$ cat src/hw/rtl/hbkd_pkg.sv
// Shared constants, types and character-class functions of the key decoder.
package hbkd_pkg;

  localparam int MAX_TEXT_CHARS = 64;
  localparam int MAX_KEY_BYTES  = 32;
  localparam int ADDR_W         = $clog2(MAX_TEXT_CHARS);
  localparam int CNT_W          = ADDR_W + 1;
  localparam int NB_W           = $clog2(MAX_TEXT_CHARS / 4 * 3 + 1);
  localparam int CAP_W          = 6;
  localparam int CAP_RESET      = 32;
  localparam int HEX_LEN_SHORT  = 2;
  localparam int HEX_LEN_MID    = 32;
  localparam int HEX_LEN_LONG   = 64;
  localparam int ACC_W          = 16;
  localparam int BITS_W         = 4;

  localparam logic [7:0] CHAR_PAD   = 8'h3D;  // '='
  localparam logic [7:0] CHAR_PLUS  = 8'h2B;  // '+'
  localparam logic [7:0] CHAR_SLASH = 8'h2F;  // '/'

  typedef struct packed {
    logic            reject;
    logic            empty;
    logic            hex_mode;
    logic [NB_W-1:0] n_bytes;
  } hbkd_verdict_t;

  function automatic logic is_digit(input logic [7:0] c);
    return (c >= 8'h30) && (c <= 8'h39);
  endfunction

  function automatic logic is_upper(input logic [7:0] c);
    return (c >= 8'h41) && (c <= 8'h5A);
  endfunction

  function automatic logic is_lower(input logic [7:0] c);
    return (c >= 8'h61) && (c <= 8'h7A);
  endfunction

  function automatic logic hex_ok(input logic [7:0] c);
    return is_digit(c) || ((c >= 8'h41) && (c <= 8'h46)) || ((c >= 8'h61) && (c <= 8'h66));
  endfunction

  function automatic logic [3:0] hex_val(input logic [7:0] c);
    logic [7:0] t;
    if (is_digit(c)) begin
      t = c - 8'h30;
    end else if (c >= 8'h61) begin
      t = c - 8'h57;
    end else begin
      t = c - 8'h37;
    end
    return t[3:0];
  endfunction

  function automatic logic b64_ok(input logic [7:0] c);
    return is_upper(c) || is_lower(c) || is_digit(c) || (c == CHAR_PLUS) || (c == CHAR_SLASH);
  endfunction

  // Pad characters map to zero; their bits are never emitted.
  function automatic logic [5:0] b64_val(input logic [7:0] c);
    logic [7:0] t;
    if (is_upper(c)) begin
      t = c - 8'h41;
    end else if (is_lower(c)) begin
      t = c - 8'h47;
    end else if (is_digit(c)) begin
      t = c + 8'h04;
    end else if (c == CHAR_PLUS) begin
      t = 8'd62;
    end else if (c == CHAR_SLASH) begin
      t = 8'd63;
    end else begin
      t = 8'd0;
    end
    return t[5:0];
  endfunction

endpackage

$ cat src/hw/rtl/hex_or_base64_key_decoder_top.sv
// Characters transfer in one per cycle; after the end-mark transfer the input stalls until
// the last result of the string is loaded into the output register.
// The verdict is taken the cycle after the end mark; a rejection or empty result then passes
// through the check and single-result states into the output register, waiting while the output stalls.
// Decoded bytes come from the store's single read port: each character is read and then
// appended to the bit accumulator, and each byte is sent in a step of its own.
// Synchronous active-low reset clears control and sets capacity to 32; store contents stay.
module hex_or_base64_key_decoder_top import hbkd_pkg::*; (
  input  logic             clk,
  input  logic             rst_n,
  input  logic             in_valid,
  output logic             in_stall,
  input  logic [7:0]       in_char_code,
  input  logic             in_has_char,
  input  logic             in_end_of_text,
  output logic             out_valid,
  input  logic             out_stall,
  output logic [7:0]       out_data_byte,
  output logic             out_byte_valid,
  output logic             out_final_result,
  output logic             out_rejected,
  input  logic             cfg_wr_en,
  input  logic [CAP_W-1:0] cfg_wr_data
);

  logic              in_xfer;
  logic              end_xfer;
  logic              busy;
  logic              clear;
  logic              wr_en;
  logic [ADDR_W-1:0] wr_addr;
  logic [7:0]        wr_data;
  logic              rd_en;
  logic [ADDR_W-1:0] rd_addr;
  logic [7:0]        rd_data;
  hbkd_verdict_t     verdict;

  assign in_stall = busy;
  assign in_xfer  = in_valid && !in_stall;
  assign end_xfer = in_xfer && in_end_of_text;

  hbkd_verdict u_verdict (
    .clk         (clk),
    .rst_n       (rst_n),
    .in_xfer     (in_xfer),
    .char_code   (in_char_code),
    .has_char    (in_has_char),
    .clear       (clear),
    .cfg_wr_en   (cfg_wr_en),
    .cfg_wr_data (cfg_wr_data),
    .wr_en       (wr_en),
    .wr_addr     (wr_addr),
    .wr_data     (wr_data),
    .verdict     (verdict)
  );

  hbkd_text_ram u_ram (
    .clk     (clk),
    .wr_en   (wr_en),
    .wr_addr (wr_addr),
    .wr_data (wr_data),
    .rd_en   (rd_en),
    .rd_addr (rd_addr),
    .rd_data (rd_data)
  );

  hbkd_emit u_emit (
    .clk              (clk),
    .rst_n            (rst_n),
    .end_xfer         (end_xfer),
    .verdict          (verdict),
    .rd_data          (rd_data),
    .rd_en            (rd_en),
    .rd_addr          (rd_addr),
    .clear            (clear),
    .busy             (busy),
    .out_valid        (out_valid),
    .out_stall        (out_stall),
    .out_data_byte    (out_data_byte),
    .out_byte_valid   (out_byte_valid),
    .out_final_result (out_final_result),
    .out_rejected     (out_rejected)
  );

endmodule

$ cat src/hw/rtl/hbkd_text_ram.sv
// Character store: one write port, one read port with registered read data.
module hbkd_text_ram import hbkd_pkg::*; (
  input  logic              clk,
  input  logic              wr_en,
  input  logic [ADDR_W-1:0] wr_addr,
  input  logic [7:0]        wr_data,
  input  logic              rd_en,
  input  logic [ADDR_W-1:0] rd_addr,
  output logic [7:0]        rd_data
);

  logic [7:0] mem [MAX_TEXT_CHARS];
  logic [7:0] rd_data_r;

  always_ff @(posedge clk) begin
    if (wr_en) begin
      mem[wr_addr] <= wr_data;
    end
  end

  always_ff @(posedge clk) begin
    if (rd_en) begin
      rd_data_r <= mem[rd_addr];
    end
  end

  assign rd_data = rd_data_r;

endmodule

$ cat src/hw/rtl/hbkd_verdict.sv
// Load-side tracking of the string and the end-of-string verdict.
module hbkd_verdict import hbkd_pkg::*; (
  input  logic              clk,
  input  logic              rst_n,
  input  logic              in_xfer,
  input  logic [7:0]        char_code,
  input  logic              has_char,
  input  logic              clear,
  input  logic              cfg_wr_en,
  input  logic [CAP_W-1:0]  cfg_wr_data,
  output logic              wr_en,
  output logic [ADDR_W-1:0] wr_addr,
  output logic [7:0]        wr_data,
  output hbkd_verdict_t     verdict
);

  logic [CNT_W-1:0]  count_r;
  logic              all_hex_r;
  logic              overflow_r;
  logic              b64_bad_r;
  logic              pad_seen_r;
  logic [ADDR_W-1:0] pad_pos_r;
  logic [CAP_W-1:0]  cap_r;

  logic              room;
  logic              store;
  logic              is_pad;
  logic [CAP_W-1:0]  lim_cap;
  logic [CNT_W-1:0]  limit;
  logic              hex_len;
  logic              hex_mode;
  logic [CNT_W-1:0]  grp;
  logic [CNT_W-1:0]  pads;
  logic [CNT_W-1:0]  b64_n;
  logic [CNT_W-1:0]  n_all;
  logic              b64_fail;

  assign room   = count_r < CNT_W'(MAX_TEXT_CHARS);
  assign store  = in_xfer && has_char && room;
  assign is_pad = char_code == CHAR_PAD;

  assign wr_en   = store;
  assign wr_addr = count_r[ADDR_W-1:0];
  assign wr_data = char_code;

  always_ff @(posedge clk) begin
    if (!rst_n) begin
      cap_r <= CAP_W'(CAP_RESET);
    end else if (cfg_wr_en) begin
      cap_r <= cfg_wr_data;
    end
  end

  always_ff @(posedge clk) begin
    if (!rst_n || clear) begin
      count_r    <= '0;
      all_hex_r  <= 1'b1;
      overflow_r <= 1'b0;
      b64_bad_r  <= 1'b0;
      pad_seen_r <= 1'b0;
      pad_pos_r  <= '0;
    end else if (in_xfer && has_char) begin
      if (room) begin
        count_r <= count_r + CNT_W'(1);
        if (!hex_ok(char_code)) begin
          all_hex_r <= 1'b0;
        end
        // Any non-pad character after a pad, or one outside the alphabet, spoils base64
        if ((!is_pad && pad_seen_r) || (!is_pad && !b64_ok(char_code))) begin
          b64_bad_r <= 1'b1;
        end
        if (is_pad && !pad_seen_r) begin
          pad_seen_r <= 1'b1;
          pad_pos_r  <= count_r[ADDR_W-1:0];
        end
      end else begin
        overflow_r <= 1'b1;
      end
    end
  end

  assign lim_cap  = (cap_r < CAP_W'(MAX_KEY_BYTES)) ? cap_r : CAP_W'(MAX_KEY_BYTES);
  assign limit    = {{(CNT_W-CAP_W){1'b0}}, lim_cap};
  assign hex_len  = (count_r == CNT_W'(HEX_LEN_SHORT)) || (count_r == CNT_W'(HEX_LEN_MID)) ||
                    (count_r == CNT_W'(HEX_LEN_LONG));
  assign hex_mode = all_hex_r && hex_len;
  assign grp      = count_r >> 2;
  assign pads     = pad_seen_r ? (count_r - {1'b0, pad_pos_r}) : '0;
  assign b64_n    = (grp << 1) + grp - pads;
  assign n_all    = hex_mode ? (count_r >> 1) : b64_n;
  // Pads may start only in the last two places of the final group
  assign b64_fail = (count_r[1:0] != 2'b00) || b64_bad_r ||
                    (pad_seen_r && (({1'b0, pad_pos_r} + CNT_W'(2)) < count_r));

  always_comb begin
    verdict          = '0;
    verdict.empty    = (count_r == '0) && !overflow_r;
    verdict.hex_mode = hex_mode;
    verdict.n_bytes  = n_all[NB_W-1:0];
    verdict.reject   = overflow_r ||
                       ((count_r != '0) && ((!hex_mode && b64_fail) || (n_all > limit)));
  end

endmodule

$ cat src/hw/rtl/hbkd_emit.sv
// Sequencer that walks the store after the end mark and drives the result register.
module hbkd_emit import hbkd_pkg::*; (
  input  logic              clk,
  input  logic              rst_n,
  input  logic              end_xfer,
  input  hbkd_verdict_t     verdict,
  input  logic [7:0]        rd_data,
  output logic              rd_en,
  output logic [ADDR_W-1:0] rd_addr,
  output logic              clear,
  output logic              busy,
  output logic              out_valid,
  input  logic              out_stall,
  output logic [7:0]        out_data_byte,
  output logic              out_byte_valid,
  output logic              out_final_result,
  output logic              out_rejected
);

  typedef enum logic [3:0] {
    ST_IDLE   = 4'b0001,
    ST_CHECK  = 4'b0010,
    ST_SINGLE = 4'b0100,
    ST_EMIT   = 4'b1000
  } hbkd_state_t;

  hbkd_state_t       state_r, state_nxt;
  logic              hex_r, hex_nxt;
  logic              rej_r, rej_nxt;
  logic [NB_W-1:0]   n_r, n_nxt;
  logic [NB_W-1:0]   sent_r, sent_nxt;
  logic [ADDR_W-1:0] rd_ptr_r, rd_ptr_nxt;
  logic              rd_pend_r;
  logic [ACC_W-1:0]  acc_r, acc_nxt;
  logic [BITS_W-1:0] bits_r, bits_nxt;

  logic              out_valid_r, out_valid_nxt;
  logic [7:0]        out_data_r, out_data_nxt;
  logic              out_bvalid_r, out_bvalid_nxt;
  logic              out_final_r, out_final_nxt;
  logic              out_rej_r, out_rej_nxt;

  logic              slot_free;
  logic              rd_issue;
  logic              have_byte;
  logic              is_last;
  logic [BITS_W-1:0] top_bit;

  assign slot_free = !out_valid_r || !out_stall;
  assign have_byte = bits_r >= BITS_W'(8);
  assign rd_issue  = (state_r == ST_EMIT) && !rd_pend_r && !have_byte;
  assign is_last   = sent_r == (n_r - NB_W'(1));
  assign top_bit   = bits_r - BITS_W'(1);

  assign rd_en   = rd_issue;
  assign rd_addr = rd_ptr_r;
  assign clear   = state_r == ST_CHECK;
  assign busy    = state_r != ST_IDLE;

  always_comb begin
    state_nxt      = state_r;
    hex_nxt        = hex_r;
    rej_nxt        = rej_r;
    n_nxt          = n_r;
    sent_nxt       = sent_r;
    rd_ptr_nxt     = rd_ptr_r;
    acc_nxt        = acc_r;
    bits_nxt       = bits_r;
    out_valid_nxt  = out_valid_r && out_stall;
    out_data_nxt   = out_data_r;
    out_bvalid_nxt = out_bvalid_r;
    out_final_nxt  = out_final_r;
    out_rej_nxt    = out_rej_r;

    case (state_r)
      ST_IDLE: begin
        if (end_xfer) begin
          state_nxt = ST_CHECK;
        end
      end
      ST_CHECK: begin
        hex_nxt    = verdict.hex_mode;
        rej_nxt    = verdict.reject;
        n_nxt      = verdict.n_bytes;
        sent_nxt   = '0;
        rd_ptr_nxt = '0;
        bits_nxt   = '0;
        state_nxt  = (verdict.reject || verdict.empty) ? ST_SINGLE : ST_EMIT;
      end
      ST_SINGLE: begin
        if (slot_free) begin
          out_valid_nxt  = 1'b1;
          out_data_nxt   = '0;
          out_bvalid_nxt = 1'b0;
          out_final_nxt  = 1'b1;
          out_rej_nxt    = rej_r;
          state_nxt      = ST_IDLE;
        end
      end
      ST_EMIT: begin
        if (rd_issue) begin
          rd_ptr_nxt = rd_ptr_r + ADDR_W'(1);
        end
        // Append the character fetched last cycle to the bit accumulator
        if (rd_pend_r) begin
          if (hex_r) begin
            acc_nxt  = {acc_r[ACC_W-5:0], hex_val(rd_data)};
            bits_nxt = bits_r + BITS_W'(4);
          end else begin
            acc_nxt  = {acc_r[ACC_W-7:0], b64_val(rd_data)};
            bits_nxt = bits_r + BITS_W'(6);
          end
        end else if (have_byte && slot_free) begin
          out_valid_nxt  = 1'b1;
          out_data_nxt   = acc_r[top_bit -: 8];
          out_bvalid_nxt = 1'b1;
          out_final_nxt  = is_last;
          out_rej_nxt    = 1'b0;
          sent_nxt       = sent_r + NB_W'(1);
          bits_nxt       = bits_r - BITS_W'(8);
          if (is_last) begin
            state_nxt = ST_IDLE;
          end
        end
      end
      default: begin
        state_nxt = ST_IDLE;
      end
    endcase
  end

  always_ff @(posedge clk) begin
    if (!rst_n) begin
      state_r     <= ST_IDLE;
      rd_pend_r   <= 1'b0;
      out_valid_r <= 1'b0;
      bits_r      <= '0;
      sent_r      <= '0;
    end else begin
      state_r     <= state_nxt;
      rd_pend_r   <= rd_issue;
      out_valid_r <= out_valid_nxt;
      bits_r      <= bits_nxt;
      sent_r      <= sent_nxt;
    end
  end

  always_ff @(posedge clk) begin
    hex_r        <= hex_nxt;
    rej_r        <= rej_nxt;
    n_r          <= n_nxt;
    rd_ptr_r     <= rd_ptr_nxt;
    acc_r        <= acc_nxt;
    out_data_r   <= out_data_nxt;
    out_bvalid_r <= out_bvalid_nxt;
    out_final_r  <= out_final_nxt;
    out_rej_r    <= out_rej_nxt;
  end

  assign out_valid        = out_valid_r;
  assign out_data_byte    = out_data_r;
  assign out_byte_valid   = out_bvalid_r;
  assign out_final_result = out_final_r;
  assign out_rejected     = out_rej_r;

endmodule

$ cat config.mk
export PLATFORM = sky130hd
export DESIGN_NAME = hex_or_base64_key_decoder_top
export DESIGN_NICKNAME = d
export VERILOG_FILES = /design/src/hw/rtl/hbkd_pkg.sv /design/src/hw/rtl/hex_or_base64_key_decoder_top.sv /design/src/hw/rtl/hbkd_text_ram.sv /design/src/hw/rtl/hbkd_verdict.sv /design/src/hw/rtl/hbkd_emit.sv
export SDC_FILE = /design/constraint.sdc
export NUM_CORES = 1
export LEC_CHECK = 0
export ABC_AREA = 0
export BUFFER_PORTS_ARGS = -buffer_cell sky130_fd_sc_hd__buf_2
export CORE_MARGIN = 1
export CORE_UTILIZATION = 40
export CTS_CLUSTER_DIAMETER = 100
export DETAILED_ROUTE_END_ITERATION = 7
export HOLD_SLACK_MARGIN = 0.1
export PLACE_DENSITY = 0.53
export SYNTH_ARGS = -nofsm -noshare
export SYNTH_HDL_FRONTEND = slang
export SYNTH_SLANG_ARGS = --single-unit
$ cat constraint.sdc
create_clock -name clk -period 4.5 [get_ports clk]
set_input_delay 0.45 -clock clk [delete_from_list [all_inputs] [get_ports clk]]
set_output_delay 0.45 -clock clk [all_outputs]
set_load 0.03 [all_outputs]
# Word-level counts from Yosys, hierarchy flattened

Memories as Yosys holds them, arrays and structs flattened. A register that Yosys moved wholly into a read port is not among the register bits.
Index checks and enable logic that the tools add are counted.

Add/subtract/negate cells: 18
Multipliers: 0
Div/mod/pow operators: 0
Magnitude comparators: 19
Eq/ne operators: 21
Shift-type cells: 1
Muxes and demuxes: 49
Bitwise logic cells: 2
Reductions and logical operators: 67

Operators by type and width:

| operator              | count |
|---|---|
| $mux W6               | 9 |
| $le A8 B7 Y1 const B  | 6 |
| $mux W4               | 11 |
| $eq A8 B6 Y1 const B  | 5 |
| $ge A8 B7 Y1 const B  | 4 |
| $logic_and A1 B1 Y1   | 24 |
| $mux W8               | 3 |
| $pmux W6 S2           | 2 |
| $shiftx A23 B5 Y8     | 1 |
| $ge A8 B6 Y1 const B  | 2 |
| $le A8 B6 Y1 const B  | 2 |
| $logic_or A1 B1 Y1    | 16 |
| $mux W16              | 1 |
| $pmux W4 S4           | 1 |
| $pmux W8 S2           | 1 |
| $mux W1               | 14 |
| $mux W7               | 2 |
| $add A6 B1 Y6 const B | 2 |
| $reduce_and A3 Y1     | 4 |
| $sub A6 B1 Y6 const B | 2 |
| $logic_not A1 Y1      | 11 |
| $reduce_and A2 Y1     | 5 |
| $add A4 B3 Y4 const B | 2 |
| $ne A2 B2 Y1 const B  | 4 |
| other kinds (34)      | 43 |

Flip-flop bits (word level): 80
Latch bits: 0
Memory bits (writable): 512
Bits in read-only memories: 0
Output and inout bits: 13
Word-level logic and storage cells: 199
Memories: 1

Memory list:

| memory    | words | bits a word | rd ports | clocked after Yosys merged registers in | wr ports | RTL line            | source |
|---|---|---|---|---|---|---|---|
| u_ram.mem | 64    | 8           | 1        | 1                                       | 1        | hbkd_text_ram.sv:12 | `logic [7:0] mem [MAX_TEXT_CHARS];` |

# Depth between registers and ports, before layout

Gate-level depths: netlist of run 1.

Depth after elaboration: 12
Gate-level depth with buffers: 24

# Modules after synthesis

A second synthesis of run 1 with hierarchy kept.

Cells, all modules: 1559
Area total of the unflattened synthesis: 26155.1 um^2

By module, submodules not included:

| module                        | instances | cells each | area each (um^2) |
|---|---|---|---|
| hbkd_text_ram                 | 1         | 940        | 20246.9 |
| hbkd_emit                     | 1         | 333        | 3485.8 |
| hbkd_verdict                  | 1         | 284        | 2407.3 |
| hex_or_base64_key_decoder_top | 1         | 2          | 15.0 |

# Least setup slack after synthesis of run 1

No wires, ideal clock.

Path kind: reg-to-reg
Start: register u_verdict.count_r[0]
End: register u_emit.state_r[2]
Library setup time: 0.115 ns
Data arrival time: 4.563 ns
Required time: 4.385 ns
Slack: -0.178 ns
Stages on the path, launching flop included: 21
Path buffers: 1
Period minus slack after synthesis: 4.678 ns
Path through: dfxtp_1 clkbuf_1 inv_1 ha_1 inv_1 fa_1 xnor2_1 nor2_1 fa_1 inv_1 ha_1 a21o_1 a211o_1 o211ai_1 o21ai_0 ha_1 a2111o_1 a2bb2oi_1 or4_1 o21ba_2 o21a_1

RTL lines:

| item                     | RTL line           | source |
|---|---|---|
| start: declaration       | hbkd_verdict.sv:17 | `logic [CNT_W-1:0] count_r;` |
| start signal: assignment | hbkd_verdict.sv:64 | `count_r <= count_r + CNT_W'(1);` |
| end signal: assignment   | hbkd_emit.sv:140   | `state_r <= state_nxt;` |
| end: declaration         | hbkd_emit.sv:27    | `hbkd_state_t state_r, state_nxt;` |

==> results of run 1 <==
-- area by class of cell --
cell class	count	area [µm²]	share of cell area [%]
well taps	846	1060	3.60
flip-flops and latches	599	17600	59.9
inverters	51	191	0.651
repair buffers	128	967	3.29
clock buffers	82	1780	6.04
multi-input cells	703	7470	25.4
clock inverters	33	317	1.08
-- flip-flops by register name, indices dropped and copies added (netlist names) --
register and flops:
u_emit.n_r 6, u_emit.out_byte_valid 1, u_ram.rd_data 8, u_verdict.pad_pos_r 6, u_verdict.all_hex_r 1, u_emit.hex_r 1
u_emit.out_rejected 1, u_emit.bits_r 3, u_verdict.cap_r 6, u_verdict.pad_seen_r 1, u_emit.out_valid 1, u_emit.rd_addr 6
u_emit.acc_r 16, u_emit.rd_pend_r 1, u_emit.out_data_byte 8, u_verdict.count_r 7, u_verdict.overflow_r 1, u_emit.out_final_result 1
u_verdict.b64_bad_r 1, u_emit.sent_r 6, u_emit.rej_r 1, u_ram.mem 512, u_emit.state_r 4
-- synth_stat cells (7+ instances only) --
master,n,area [µm²]
ha_1,45,563
a211oi_1,8,60.1
mux2_2,16,180
o21ai_0,22,110
edfxtp_1,561,16800
inv_1,51,191
mux4_2,173,3900
nand2b_1,7,43.8
dfxtp_1,38,761
xnor2_1,18,158
buf_6,10,113
xor2_1,16,140
nand2_1,48,180
nor2_1,137,514
nand3_1,23,115
mux2i_1,19,190
clkbuf_1,43,161
nand4_1,8,50.1
nor3_1,12,60.1
a21oi_1,34,170
nor2b_1,8,50.1
buf_1,10,37.5
-- power breakdown --
| part | switching, mW | total [mW] | leakage [nW] | internal, mW |
|---|---|---|---|---|
| logic | 0.168 | 0.238 | 3.35 | 0.0697 |
| registers | 0.00625 | 6.10 | 5.38 | 6.09 |
| clock network | 2.15 | 5.24 | 1.02 | 3.09 |
-- kinds of logic (layout without fill, tap and decap cells) --
kind of cell,after synthesis,count (layout),synth area share (%)
xor+xnor,34,34,1.17
mux,208,208,16.7
flops,599,599,68.9
buf+inv,118,294,2.06
simple gates,286,286,5.25
fa+ha+maj,51,51,2.67
compound gates,124,124,3.24
-- per-layer routing --
layer / share of wire, % / vias to the layer above
met4: 2.2 / 0
met3: 5.2 / 79
met1: 44 / 6993
met2: 49 / 342
li1: - / 5930
met5: 0 / -
-- what timing repair did --
item	4_1_cts	5_1_grt
hold buffers	5	0
setup endpoints to repair	1	2
buffers inserted	13	1
pin swaps	8	6
resized for setup	11	12
cloned	0	0
hold endpoints to repair	5	0
-- worst min-delay path, cell delays in order --
cell and delay (ns):
buf_2 0.09, mux2i_1 0.06, nor2_1 0.08
-- metrics by stage --
stage / total power, mW / std cells / hold WS [ns]
3_5_place_dp: 6.45 / 2308 / 0.480
3_3_place_gp: 6.45 / 2308 / 0.468
2_1_floorplan: 6.31 / 1420 / 0.426
4_1_cts: 11.7 / 2441 / 0.109
6_report: 11.6 / 2442 / 0.135
5_1_grt: 11.9 / 2442 / 0.143
-- worst paths after layout --
check	from	endpoint	slack, ns	cells past startpoint
max	u_verdict.count_r[0]	u_emit.state_r[2]	0.03	19
min	cfg_wr_data[3]	u_verdict.cap_r[3]	0.13	3
max reg2reg	u_verdict.count_r[0]	u_emit.state_r[2]	0.03	19
min reg2reg	u_verdict.cap_r[0]	u_verdict.cap_r[0]	0.50	2
==> metrics.md, run 1 <==
| Metric | Value |
|---|---|
| Final setup fails | 0 |
| Core Area | 63,100 µm² |
| Crit path kind | reg -> reg |
| Final period utilization | 99.2% |
| Cells after synthesis | 1,420 |
| Vias per inst | 5.46 |
| Crit path max-delay family | adder cells |
| Setup Slack @ Placement | -0.0680 ns |
| CP max stage delay | 0.55 ns |
| Critical Path RT | 4.98 ns |
| Initial antenna violation count | 0 |
| Met1 Use GR | 26.2% |
| Ys flop type | edfxtp_1 |
| GRT met3 Usage | 3.20% |
| Crit path buf inv count | 3 |
| Outcome | finished clean |
| # diodes | 0 |
| Setup Total Neg Slack | 0 ns |
| Post-route ant nets | 0 |
| Nets | 1,621 |
| Worst rel slew slack | 31.5% |
| HPWL Detailed | 37,400 µm |
| Critical path peak fanout | 3 |
| Die W | 255 µm |
| Hold WC Path Type | in -> reg |
| Tot GR Track Use | 19.0% |
| Max-cap viol count | 0 |
| Share of cells above drive strength 1 | 27.1% |
| CP Capture Type | flip-flop |
| Least-Margin Pin Slew | 1.02 ns |
| Vias in the first global route | 13,600 |
| Area post-placement | 27,100 µm² |
| Number of synthesized register bits | 599 |
| Worst EP arrival | 4.95 ns |
| # rows | 92 |
| Unique masters post-synth | 71 |
| # port buffers | 33 |
| Via count | 13,300 |
| Total clock sinks | 599 |
| Filler cells | 5,448 |
| GRT overflow | 0 |
| YS warnings | 0 |
| Most used routing layer | met2 |
| Hold Vio Cnt, Final | 0 |
| Avg Cell Area, Syn | 18.0 µm² |
| Largest net degree at the start of global routing | 71 |
| Met2 Use GR | 30.8% |
| Critical Path Slowest Stage Cell | fa_1 |
| Most frequent cells in the layout | edfxtp_1 (561), mux4_2 (173), nor2_1 (137) |
| Io pins | 34 |
| Clock transition at path regs | 0.06 ns |
| CP Cell Sequence | inv_2, ha_4, inv_2, fa_2, xnor2_1, nor2_1, fa_1, inv_2, ha_4, a21o_1, a211o_1, o211ai_1, o21ai_1, ha_1, a2111o_1, a2bb2oi_2, or4_1, o21ba_2, o21a_1 |
| CTS H-Tree Depth | 3 |
| Fin crit period | 4.47 ns |
| Worst Slack Setup Final | 0.0348 ns |
| CTS Buf Count | 66 |
| CTS tree | done |
| Final core utilization | 46.6% |
| PD cells | 394 nW/µm² |
| Die H | 255 µm |
| Number of buffers on the longest clock path | 3 |
| Setup Skew | 0.0202 ns |
| Leak | 9.75 nW |
| Sequential share of the synthesized area | 68.9% |
| VDD IR max | 252 µV |
| Critical Path Source Type | flip-flop |
| # DRC | 0 |
| Die area | 64,900 µm² |
| Ys async rst share | 0% |
| Drt first pass iters | 7 |
| Initial Util | 40.5% |
| Syn nets | 1,492 |
| First-pass GRT wire length | 89,100 µm |
| Wire per inst | 24.4 µm |
| Routed WL | 59,700 µm |
| Clk root buf | clkbuf_16 |
| Fmax | 0.224 GHz |
| EDFF count, synth | 561 |
| Initial DRC Count | 1,036 |
| Commonest non-fill, non-tap cell in the layout | edfxtp_1 |
| Most used cell, CP | inv_2 |
| Area Overhead vs Synth | 15.1% |
| Mapped Area | 25,500 µm² |
| Slew Viols, Final | 0 |
| GP Congestion | 0.826 |
| RSZ-0062 raised after global routing | true |
| Final instance area | 29,400 µm² |
| Clock Latency Late Sink | 0.60 ns |
(Power assumes the default switching activity.)
==> run 2, diff against run 1 <==
CORE_UTILIZATION = 57   (was 40)
PLACE_DENSITY = 0.72   (was 0.53)
==> metrics.md, run 2 (same netlist as run 1, synthesis figures left out) <==
| Metric | Value |
|---|---|
| Outcome | complete, but fails checks |
| Failing checks | setup timing |
| Number of buffers on the longest clock path | 3 |
| Worst EP arrival | 5.08 ns |
| Critical Path Source Type | flip-flop |
| GRT overflow | 0 |
| Final core utilization | 65.1% |
| Fmax | 0.219 GHz |
| Via count | 13,400 |
| Initial Util | 57.8% |
| Max FFs per register | 512 |
| HPWL Detailed | 34,700 µm |
| Die H | 214 µm |
| VDD IR max | 365 µV |
| CTS Buf Count | 59 |
| CTS tree | done |
| Biggest register | u_ram.mem |
| # diodes | 0 |
| Worst rel slew slack | 25.0% |
| Die area | 45,700 µm² |
| RSZ-0062 raised after global routing | true |
| Setup Skew | 0.0163 ns |
| Clk root buf | clkbuf_16 |
| Largest net degree at the start of global routing | 71 |
| GP Congestion | 0.893 |
| Vias per inst | 6.25 |
| Clock Latency Late Sink | 0.61 ns |
| Critical path peak fanout | 3 |
| CTS H-Tree Depth | 2 |
| Routed WL | 55,600 µm |
| Largest regs | u_ram.mem (512), u_emit.acc_r (16) |
| Leak | 9.58 nW |
| Die W | 214 µm |
| Initial DRC Count | 1,458 |
| Post-route ant nets | 0 |
| Clock transition at path regs | 0.06 ns |
| Final hold slack | 0.173 ns |
| # rows | 77 |
| Crit path kind | reg -> reg |
| Tot GR Track Use | 25.5% |
| Nets | 1,585 |
| Commonest non-fill, non-tap cell in the layout | edfxtp_1 |
| Area Overhead vs Synth | 12.8% |
| Hold Vio Cnt, Final | 0 |
| Final Power | 11.5 mW |
| CP Capture Type | flip-flop |
| Slew Viols, Final | 0 |
| Max-cap viol count | 0 |
| Worst Slack Setup Final | -0.0756 ns |
| Critical Path RT | 5.00 ns |
| Final period utilization | 102% |
| Wire per inst | 25.8 µm |
| Share of cells above drive strength 1 | 25.6% |
| First-pass GRT wire length | 84,000 µm |
| PD cells | 400 nW/µm² |
| Total clock sinks | 599 |
| Initial antenna violation count | 0 |
| Final setup fails | 1 |
| # DRC | 0 |
| # port buffers | 33 |
| Hold WC Path Type | in -> reg |
| Most frequent cells in the layout | edfxtp_1 (561), mux4_2 (173), nor2_1 (137) |
| Fin crit period | 4.58 ns |
| Least-Margin Pin Slew | 1.12 ns |
| Vias in the first global route | 13,600 |
| Core Area | 44,200 µm² |
| Io pins | 34 |
| Drt first pass iters | 5 |
## run 2: changes by cell type in the layout (fill, tap and decap cells not counted), sizes merged
cell	previous run	this run
buf	123	92
inv	53	52
dlygate4sd3	5	7
bufinv	5	11
clkbuf	82	70
## run 2: layout make-up
class	count	area, µm²
clock buffers	70	1600
clock inverters	38	457
fillers	2964	15400
inverters	51	191
multi-input cells	703	7470
flip-flops and latches	599	17600
well taps	592	741
repair buffers	99	741
## run 2: critical path, stage by stage (launching register included)
cell	delay [ns]
dfxtp_2	0.33
inv_2	0.08
ha_4	0.13
inv_2	0.04
fa_2	0.41
xnor2_1	0.15
nor2_1	0.08
fa_1	0.58
inv_2	0.06
ha_4	0.23
a21o_1	0.15
a211o_1	0.25
o211ai_1	0.09
o21ai_1	0.12
ha_1	0.34
a2111o_1	0.43
a2bb2oi_2	0.18
or4_1	0.47
o21ba_2	0.21
o21a_1	0.16
## run 2: metrics by stage
| step | setup TNS [ns] | worst slack [ns] | std cells | cell area, µm² |
|---|---|---|---|---|
| after global placement | -0.0246 | -0.0246 | 2033 | 26600 |
| after global routing | -0.300 | -0.300 | 2152 | 28800 |
| final | -0.0756 | -0.0756 | 2152 | 28800 |
| after floorplan | -0.0287 | -0.0287 | 1420 | 25600 |
| after CTS | -0.0483 | -0.0483 | 2149 | 28800 |
| after detailed placement | -0.0856 | -0.0856 | 2033 | 26600 |
## run 2: worst paths after layout
path                        startpoint                   to  slack [ns]  depth (start not counted)
setup reg to reg  u_verdict.count_r[0]    u_emit.state_r[2]       -0.08                         19
setup / recovery  u_verdict.count_r[0]    u_emit.state_r[2]       -0.08                         19
hold / removal          in_end_of_text    u_emit.state_r[1]        0.17                          3
hold reg to reg    u_verdict.b64_bad_r  u_verdict.b64_bad_r        0.47                          2
## run 2: power by group
part | total (mW) | leakage, nW | switching, mW | internal, mW
Sequential | 6.10 | 5.38 | 0.00704 | 6.09
Combinational | 0.235 | 3.18 | 0.165 | 0.0698
Clock | 5.20 | 1.02 | 2.05 | 3.15
Total | 11.5 | 9.58 | 2.22 | 9.31
## run 2: timing repair
action | in CTS | in global routing
gates resized for setup | 3 | 9
buffers inserted | 1 | 3
pin swaps | 1 | 9
hold buffers | 7 | 0
endpoints found under the hold margin | 7 | 0
endpoints found under the setup margin | 1 | 3
## run 2: per-layer routing
metal / part of all wire [%] / GRT usage, % / vias to the layer above / wire [µm]
met5: 0 / 0 / - / 0
met1: 41 / 35.3 / 6940 / 22600
met4: 2.8 / 8.55 / 0 / 1550
met2: 50 / 41.9 / 551 / 27600
li1: - / - / 5863 / -
met3: 6.9 / 3.87 / 93 / 3840
